### config.mk
export PLATFORM = sky130hd
export DESIGN_NAME = premultiplied_alpha_blend_runs_unit
export DESIGN_NICKNAME = d
export VERILOG_FILES = /design/src/hw/rtl/pabr_pkg.sv /design/src/hw/rtl/pabr_front.sv /design/src/hw/rtl/pabr_queue.sv /design/src/hw/rtl/pabr_back.sv /design/src/hw/rtl/premultiplied_alpha_blend_runs_unit.sv
export SDC_FILE = /design/constraint.sdc
export NUM_CORES = 2
export LEC_CHECK = 0
export ABC_AREA = 1
export BUFFER_PORTS_ARGS = -buffer_cell sky130_fd_sc_hd__buf_2
export CELL_PAD_IN_SITES_DETAIL_PLACEMENT = 0
export CELL_PAD_IN_SITES_GLOBAL_PLACEMENT = 2
export CORE_MARGIN = 8
export CORE_UTILIZATION = 39
export CTS_CLUSTER_DIAMETER = 200
export CTS_CLUSTER_SIZE = 12
export DETAILED_ROUTE_END_ITERATION = 8
export PLACE_DENSITY = 0.81
export SYNTH_ARGS = -nofsm -noshare
export SYNTH_HDL_FRONTEND = slang
export SYNTH_SLANG_ARGS = --single-unit
### constraint.sdc
create_clock -name clk -period 7.7 [get_ports clk]
set_clock_uncertainty 0.05 [all_clocks]
set_input_delay 2.31 -clock clk [delete_from_list [all_inputs] [get_ports clk]]
set_output_delay 2.31 -clock clk [all_outputs]
set_load 0.02 [all_outputs]
### src/hw/rtl/pabr_pkg.sv
`default_nettype none
// ----------------------------------------------------------------------------
// pabr_pkg
// Shared types and constants for the premultiplied alpha blend run unit.
// ----------------------------------------------------------------------------
package pabr_pkg;

  localparam int unsigned QUEUE_DEPTH = 4;

  localparam logic [7:0] ALPHA_FULL = 8'd255;
  localparam logic [7:0] ALPHA_ZERO = 8'd0;

  // configuration register indexes
  localparam logic [1:0] CFG_GLOBAL_ALPHA = 2'd0;
  localparam logic [1:0] CFG_TRANS_MASK   = 2'd1;
  localparam logic [1:0] CFG_OPAQUE_MASK  = 2'd2;

  // channel 3 is alpha
  typedef logic [3:0][7:0] pixel_t;

  typedef enum logic [2:0] {
    OP_KEEP,
    OP_COPY,
    OP_FULL,
    OP_SCALED,
    OP_SCALED_DZ
  } op_t;

  typedef struct packed {
    op_t        op;
    logic [7:0] ga;
    pixel_t     src;
    pixel_t     dst;
  } entry_t;

  typedef struct packed {
    logic full;
    logic empty;
  } q_status_t;

endpackage
`default_nettype wire

### src/hw/rtl/pabr_front.sv
`default_nettype none
// ----------------------------------------------------------------------------
// pabr_front
// Holds configuration and run counters, classifies each request into a
// blend operation and pushes it to the queue.
// ----------------------------------------------------------------------------
module pabr_front import pabr_pkg::*; (
  input  wire logic       clk,
  input  wire logic       rst_n,
  input  wire logic       cfg_we,
  input  wire logic [1:0] cfg_index,
  input  wire logic [7:0] cfg_wdata,
  input  wire logic       in_valid,
  output logic            in_ready,
  input  wire pixel_t     in_src,
  input  wire pixel_t     in_dst,
  input  wire logic [7:0] in_trun,
  input  wire logic [7:0] in_orun,
  input  wire logic       in_row_end,
  input  wire q_status_t  q_status,
  output logic            push,
  output entry_t          push_data
);

  logic [7:0] ga_r;
  logic       tm_r;
  logic       om_r;
  logic [7:0] keep_left_r, keep_left_nxt;
  logic [7:0] copy_left_r, copy_left_nxt;
  op_t        op;
  logic       dst_zero;
  logic       src_zero;
  logic       src_full;

  assign in_ready = !q_status.full;
  assign push     = in_valid && in_ready;

  assign dst_zero = (in_dst[3] == ALPHA_ZERO);
  assign src_zero = (in_src[3] == ALPHA_ZERO);
  assign src_full = (in_src[3] == ALPHA_FULL);

  always_comb begin
    op            = OP_KEEP;
    keep_left_nxt = keep_left_r;
    copy_left_nxt = copy_left_r;
    if (ga_r == ALPHA_ZERO) begin
      keep_left_nxt = '0;
      copy_left_nxt = '0;
    end else if (ga_r == ALPHA_FULL) begin
      if (tm_r && om_r) begin
        if (keep_left_r != '0) begin
          keep_left_nxt = keep_left_r - 8'd1;
        end else if (copy_left_r != '0) begin
          copy_left_nxt = copy_left_r - 8'd1;
          op            = OP_COPY;
        end else if (in_trun != '0) begin
          keep_left_nxt = in_trun - 8'd1;
        end else if (in_orun != '0) begin
          copy_left_nxt = in_orun - 8'd1;
          op            = OP_COPY;
        end else if (dst_zero) begin
          op = OP_COPY;
        end else begin
          op = OP_FULL;
        end
      end else begin
        keep_left_nxt = '0;
        copy_left_nxt = '0;
        if (src_zero) begin
          op = OP_KEEP;
        end else if (src_full || dst_zero) begin
          op = OP_COPY;
        end else begin
          op = OP_FULL;
        end
      end
    end else begin
      copy_left_nxt = '0;
      if (tm_r) begin
        if (keep_left_r != '0) begin
          keep_left_nxt = keep_left_r - 8'd1;
        end else if (in_trun != '0) begin
          keep_left_nxt = in_trun - 8'd1;
        end else begin
          op = dst_zero ? OP_SCALED_DZ : OP_SCALED;
        end
      end else begin
        keep_left_nxt = '0;
        if (!src_zero) begin
          op = dst_zero ? OP_SCALED_DZ : OP_SCALED;
        end
      end
    end
    if (in_row_end) begin
      keep_left_nxt = '0;
      copy_left_nxt = '0;
    end
  end

  assign push_data = '{op: op, ga: ga_r, src: in_src, dst: in_dst};

  always_ff @(posedge clk) begin
    if (!rst_n) begin
      ga_r        <= ALPHA_FULL;
      tm_r        <= 1'b0;
      om_r        <= 1'b0;
      keep_left_r <= '0;
      copy_left_r <= '0;
    end else begin
      if (cfg_we) begin
        case (cfg_index)
          CFG_GLOBAL_ALPHA: ga_r <= cfg_wdata;
          CFG_TRANS_MASK:   tm_r <= cfg_wdata[0];
          CFG_OPAQUE_MASK:  om_r <= cfg_wdata[0];
          default: ;
        endcase
      end
      if (push) begin
        keep_left_r <= keep_left_nxt;
        copy_left_r <= copy_left_nxt;
      end
    end
  end

endmodule
`default_nettype wire

### src/hw/rtl/pabr_queue.sv
`default_nettype none
// ----------------------------------------------------------------------------
// pabr_queue
// Small FIFO of classified requests between front and back.
// ----------------------------------------------------------------------------
module pabr_queue import pabr_pkg::*; #(
  parameter int unsigned DEPTH = QUEUE_DEPTH
) (
  input  wire logic   clk,
  input  wire logic   rst_n,
  input  wire logic   push,
  input  wire entry_t push_data,
  input  wire logic   pop,
  output entry_t      pop_data,
  output q_status_t   status
);

  localparam int unsigned AW = (DEPTH > 1) ? $clog2(DEPTH) : 1;
  localparam int unsigned CW = $clog2(DEPTH + 1);

  entry_t          mem_r [DEPTH];
  logic [AW-1:0]   wr_ptr_r;
  logic [AW-1:0]   rd_ptr_r;
  logic [CW-1:0]   count_r;
  logic            do_push;
  logic            do_pop;

  assign status.full  = (count_r == CW'(DEPTH));
  assign status.empty = (count_r == '0);
  assign do_push      = push && !status.full;
  assign do_pop       = pop && !status.empty;
  assign pop_data     = mem_r[rd_ptr_r];

  always_ff @(posedge clk) begin
    if (do_push) begin
      mem_r[wr_ptr_r] <= push_data;
    end
  end

  always_ff @(posedge clk) begin
    if (!rst_n) begin
      wr_ptr_r <= '0;
      rd_ptr_r <= '0;
      count_r  <= '0;
    end else begin
      if (do_push) begin
        wr_ptr_r <= (wr_ptr_r == AW'(DEPTH - 1)) ? '0 : wr_ptr_r + AW'(1);
      end
      if (do_pop) begin
        rd_ptr_r <= (rd_ptr_r == AW'(DEPTH - 1)) ? '0 : rd_ptr_r + AW'(1);
      end
      if (do_push && !do_pop) begin
        count_r <= count_r + CW'(1);
      end else if (do_pop && !do_push) begin
        count_r <= count_r - CW'(1);
      end
    end
  end

endmodule
`default_nettype wire

### src/hw/rtl/pabr_back.sv
`default_nettype none
// ----------------------------------------------------------------------------
// pabr_back
// Two-stage blend datapath with output register. Stage one forms the
// source-by-global-alpha products and the destination weight, stage two
// weights the destination and selects the result.
// ----------------------------------------------------------------------------
module pabr_back import pabr_pkg::*; (
  input  wire logic      clk,
  input  wire logic      rst_n,
  input  wire q_status_t q_status,
  input  wire entry_t    q_data,
  output logic           pop,
  output logic           out_valid,
  input  wire logic      out_ready,
  output pixel_t         out_pix
);

  logic                   adv;
  logic                   s1_valid_r;
  op_t                    s1_op_r;
  pixel_t                 s1_src_r;
  pixel_t                 s1_dst_r;
  logic [3:0][15:0]       s1_sga_r;
  logic [7:0]             s1_wt_r;
  logic [15:0]            aga;
  logic [15:0]            w_full;
  logic [7:0]             wt;
  logic [3:0][15:0]       sga;
  logic [3:0][15:0]       dprod;
  logic [3:0][16:0]       ssum;
  pixel_t                 res;
  logic                   out_valid_r;
  pixel_t                 out_pix_r;

  assign adv = !out_valid_r || out_ready;
  assign pop = adv && !q_status.empty;

  // stage one
  assign aga    = 16'(q_data.src[3]) * 16'(q_data.ga);
  assign w_full = 16'hFFFF - aga;
  assign wt     = (q_data.op == OP_FULL) ? (ALPHA_FULL - q_data.src[3]) : w_full[15:8];

  always_comb begin
    for (int i = 0; i < 4; i++) begin
      sga[i] = 16'(q_data.src[i]) * 16'(q_data.ga);
    end
  end

  // stage two
  always_comb begin
    for (int i = 0; i < 4; i++) begin
      dprod[i] = 16'(s1_dst_r[i]) * 16'(s1_wt_r);
      ssum[i]  = 17'(s1_sga_r[i]) + 17'(dprod[i]);
      case (s1_op_r)
        OP_KEEP:      res[i] = s1_dst_r[i];
        OP_COPY:      res[i] = s1_src_r[i];
        OP_FULL:      res[i] = s1_src_r[i] + dprod[i][15:8];
        OP_SCALED:    res[i] = ssum[i][15:8];
        OP_SCALED_DZ: res[i] = s1_sga_r[i][15:8];
        default:      res[i] = s1_dst_r[i];
      endcase
    end
  end

  always_ff @(posedge clk) begin
    if (adv) begin
      s1_op_r   <= q_data.op;
      s1_src_r  <= q_data.src;
      s1_dst_r  <= q_data.dst;
      s1_sga_r  <= sga;
      s1_wt_r   <= wt;
      out_pix_r <= res;
    end
  end

  always_ff @(posedge clk) begin
    if (!rst_n) begin
      s1_valid_r  <= 1'b0;
      out_valid_r <= 1'b0;
    end else if (adv) begin
      s1_valid_r  <= pop;
      out_valid_r <= s1_valid_r;
    end
  end

  assign out_valid = out_valid_r;
  assign out_pix   = out_pix_r;

endmodule
`default_nettype wire

### src/hw/rtl/premultiplied_alpha_blend_runs_unit.sv
`default_nettype none
// ----------------------------------------------------------------------------
// premultiplied_alpha_blend_runs_unit
// Premultiplied source-over blend of one source/destination pixel pair per
// request, with global alpha and optional transparent/opaque run masks.
// ----------------------------------------------------------------------------
// One pixel pair is taken per cycle while in_ready is high. The front
// classifies the request and updates the run counters in the accept cycle
// and writes it into a FIFO of QUEUE_DEPTH_P entries at the accepting edge.
// From the FIFO the request is loaded into the first-stage registers of the
// two-stage multiply datapath and then into the output register that drives
// the outputs. With out_ready held high the unit sustains one request per
// cycle; when the output stalls, the FIFO absorbs up to QUEUE_DEPTH_P
// requests before in_ready drops. Configuration writes take effect on the
// next accepted request and are meant to be made while the unit is idle.
// ----------------------------------------------------------------------------
module premultiplied_alpha_blend_runs_unit import pabr_pkg::*; #(
  parameter int unsigned QUEUE_DEPTH_P = QUEUE_DEPTH
) (
  input  wire logic       clk,
  input  wire logic       rst_n,
  input  wire logic       cfg_we,
  input  wire logic [1:0] cfg_index,
  input  wire logic [7:0] cfg_wdata,
  input  wire logic       in_valid,
  output logic            in_ready,
  input  wire logic [7:0] in_src_c0,
  input  wire logic [7:0] in_src_c1,
  input  wire logic [7:0] in_src_c2,
  input  wire logic [7:0] in_src_alpha,
  input  wire logic [7:0] in_dst_c0,
  input  wire logic [7:0] in_dst_c1,
  input  wire logic [7:0] in_dst_c2,
  input  wire logic [7:0] in_dst_alpha,
  input  wire logic [7:0] in_transparent_run,
  input  wire logic [7:0] in_opaque_run,
  input  wire logic       in_row_end,
  output logic            out_valid,
  input  wire logic       out_ready,
  output logic [7:0]      out_c0,
  output logic [7:0]      out_c1,
  output logic [7:0]      out_c2,
  output logic [7:0]      out_alpha
);

  pixel_t    src_pix;
  pixel_t    dst_pix;
  pixel_t    res_pix;
  q_status_t q_status;
  logic      push;
  entry_t    push_data;
  logic      pop;
  entry_t    pop_data;

  assign src_pix = {in_src_alpha, in_src_c2, in_src_c1, in_src_c0};
  assign dst_pix = {in_dst_alpha, in_dst_c2, in_dst_c1, in_dst_c0};

  pabr_front u_front (
    .clk        (clk),
    .rst_n      (rst_n),
    .cfg_we     (cfg_we),
    .cfg_index  (cfg_index),
    .cfg_wdata  (cfg_wdata),
    .in_valid   (in_valid),
    .in_ready   (in_ready),
    .in_src     (src_pix),
    .in_dst     (dst_pix),
    .in_trun    (in_transparent_run),
    .in_orun    (in_opaque_run),
    .in_row_end (in_row_end),
    .q_status   (q_status),
    .push       (push),
    .push_data  (push_data)
  );

  pabr_queue #(
    .DEPTH (QUEUE_DEPTH_P)
  ) u_queue (
    .clk       (clk),
    .rst_n     (rst_n),
    .push      (push),
    .push_data (push_data),
    .pop       (pop),
    .pop_data  (pop_data),
    .status    (q_status)
  );

  pabr_back u_back (
    .clk       (clk),
    .rst_n     (rst_n),
    .q_status  (q_status),
    .q_data    (pop_data),
    .pop       (pop),
    .out_valid (out_valid),
    .out_ready (out_ready),
    .out_pix   (res_pix)
  );

  assign out_c0    = res_pix[0];
  assign out_c1    = res_pix[1];
  assign out_c2    = res_pix[2];
  assign out_alpha = res_pix[3];

endmodule
`default_nettype wire
==> results.toml <==
[setup_path]
crit_type = "register to register"
r2r-start = "u_back.s1_wt_r[4]"
worst-r2r-cell-count = 26
worstSetupEndpointType = "register"
rr_endpoint = "u_back.out_pix[7]"
crit_family = "adder cells"
cp_slowest_cell = "edfxtp_1"
arrival_ns = 6.82
critPathBufInv = 5
crit_fanout = 22
rrSetupSlack_ns = 1.23
worstPathRequired_ns = 8.04
start_kind = "register"
cpPeakStageDelay_ns = 0.94
crit_cells = 26

[yosys]
synth_top_cell_by_area = "edfxtp_1"
yosys.area_share.simple = 0.161
ys_warn_count = 0
synth.distinct_cells = 62
syn_inst = 4565
synth_area_leaders = "edfxtp_1 35%, fa_1 14%, ha_1 12%, nand2_1 9.1%, inv_1 8.0%"
avgSynthCellArea_sq_um = 8.97
syn_area_sq_mm = 0.0410
ys_ff_latch = 508
syn_nets = 5335
synth-xor-area-share = 0.0220
yosys.area_share.adder = 0.260
synthMuxAreaShare = 0
synth-compound-area-share = 0.0916
synth_top_family_by_area = "adder cells"
synth_top_cell_area_share = 0.345
synth-seq-area-share = 0.363

[clock_tree]
cts_buffers = 48
post_cts_buffers = 0
cts_sinks = 508
clkTransAtPathRegs_ns = 0.09
cts-root-buf = "clkbuf_16"
cts_hold_buf = 0
clk_path_buf_depth = 3
htreeDepth = 2
cts_tree = "done"
clock_latency_ns = 0.64
cts_resized = 0

[timing]
rsz0062_at_grt = "false"
slew_violations = 0
fin_crit_ns = 6.47
relSlewSlack = 0.281
hold_viol = 0
fin_crit_sh = 0.841
worst_pin_slew_ns = 1.08
finalSetupViolations = 0
fmax_mhz = 155
tns_ns = 0

[hold_path]
hold_path_end = "u_back.s1_valid_r"
hold_start = "u_back.s1_valid_r"
hold_depth = 2
hp-class = "register to register"

[floorplanning]
top_level_ports = 130
die_w_um = 340
start_util = 0.391
die_y_um = 340
fp-row-count = 119
design.core.area_sq_mm = 0.105
dieArea_sq_mm = 0.116

[grt]
overflow = 0
grt_max_degree = 115
antenna_found_initial = 4
grt_pass1_vias = 30100
grt_usage = 0.190
grt_pass1_wl_um = 174000

[flow_run]
drv_cap = 0

[routing]
vias = 29700
drc_errors = 0
wl_um = 110000
drt-pass1-iter-count = 5
drt_iter0_drc = 1691
drt-vias-per-instance = 4.91
antenna_left = 0
routedWlPerCell_um = 18.2

[final_layout]
final_cells = 6045
seq_area_sq_mm = 0.0149
final_common_cell = "nand2_1"
drive_gt1_frac = 0.0758
nFillCells = 10400
multi_input_area_sq_mm = 0.0220
num-nets-final = 5411
mostFrequentLayoutCells = "997 x nand2_1, 871 x inv_1, 471 x edfxtp_1, 381 x ha_1, 352 x nor2_1"
num_antenna_cells = 0
area.growth.synth_to_final_pct = 8.35

[placement]
dp_hpwl_um = 84200
routabilityCongestion = 0.851
io_buffers = 129
dp.cells = 5982

[run_status]
status = "finished, final reports clean"
[layer usage]
layer / vias up / track usage / share of wire
met4: 0 / 0.0457 / 0.024
met3: 112 / 0.0204 / 0.038
met1: 14300 / 0.274 / 0.49
met2: 467 / 0.307 / 0.45
met5: - / 0 / 0
li1: 14800 / - / -
[area by class of cell]
| type | count | area share |
|---|---|---|
| tap | 1391 | 0.0392 |
| timing repair buffer | 175 | 0.0226 |
| multi-input combinational | 2987 | 0.495 |
| clock inverter | 3 | 0.00124 |
| sequential | 508 | 0.335 |
| clock buffer | 60 | 0.0286 |
| inverter | 921 | 0.0782 |
[how the worst max path moves through the flow]
stage,startpoint,end,slack [ns]
floorplan,out_ready,u_back.out_pix[0],1.44
global placement,u_back.s1_wt_r[5],u_back.out_pix[29],1.27
detailed placement,u_back.s1_wt_r[4],u_back.out_pix[7],1.21
CTS,u_back.s1_wt_r[4],u_back.out_pix[7],1.17
global route,u_back.s1_wt_r[2],u_back.out_pix[15],0.69
finish,u_back.s1_wt_r[4],u_back.out_pix[7],1.23
[flip-flops by register name, indices dropped and copies added (netlist names), 3 cells and up, named ones only]
signal / count
u_back.out_pix: 32
u_back.s1_dst_r: 32
u_back.s1_op_r: 3
u_back.s1_sga_r: 64
u_back.s1_src_r: 32
u_back.s1_wt_r: 8
u_front.copy_left_r: 8
u_front.ga_r: 8
u_front.keep_left_r: 8
u_queue.count_r: 3
u_queue.mem_r: 300
[metrics by stage]
step / worst slack [ns] / hold slack (ns) / util / area, sq um
6_report: 1.23 / 0.421 / 0.424 / 44400
5_1_grt: 0.694 / 0.443 / 0.424 / 44400
4_1_cts: 1.17 / 0.426 / 0.424 / 44400
3_5_place_dp: 1.21 / 0.414 / 0.411 / 43100
3_3_place_gp: 1.27 / 0.409 / 0.411 / 43100
2_1_floorplan: 1.44 / 0.391 / - / 41000
[tightest hold or removal path: cells and delay by family (launching register included)]
family	cells	cell delay (ns)
AND/OR/NAND/NOR	1	0.06
AO/OA/AOI/OAI	1	0.05
flip-flops	1	0.31
[cells in the mapped netlist, drive strengths merged]
| cell | number |
|---|---|
| a211oi | 2 |
| a21boi | 12 |
| a21o | 16 |
| a21oi | 245 |
| a221oi | 12 |
| a22o | 2 |
| a22oi | 5 |
| a31o | 7 |
| a31oi | 6 |
| a32oi | 42 |
| and2 | 6 |
| buf | 69 |
| clkbuf | 80 |
| clkinv | 2 |
| dfxtp | 37 |
| edfxtp | 471 |
| fa | 293 |
| ha | 381 |
| inv | 919 |
| nand2 | 1003 |
| nand3 | 140 |
| nand3b | 11 |
| nand4 | 50 |
| nor2 | 363 |
| nor3 | 33 |
| nor3b | 1 |
| nor4 | 3 |
| o211a | 2 |
| o211ai | 6 |
| o21a | 10 |
| o21ai | 175 |
| o21bai | 8 |
| o22ai | 41 |
| o31ai | 5 |
| or2 | 4 |
| xnor2 | 42 |
| xor2 | 61 |
[cell families (layout without fill, tap and decap cells)]
family                   Yosys count  count (layout)
adder cells (fa/ha/maj)          674             674
AND/OR/NAND/NOR                 1614            1614
flip-flops                       508             508
AO/OA/AOI/OAI                    596             596
buffers and inverters           1070            1159
XOR/XNOR                         103             103
Power is not shown: default switching activity piles up to over one toggle a cycle in this logic, so the estimate is an artifact.
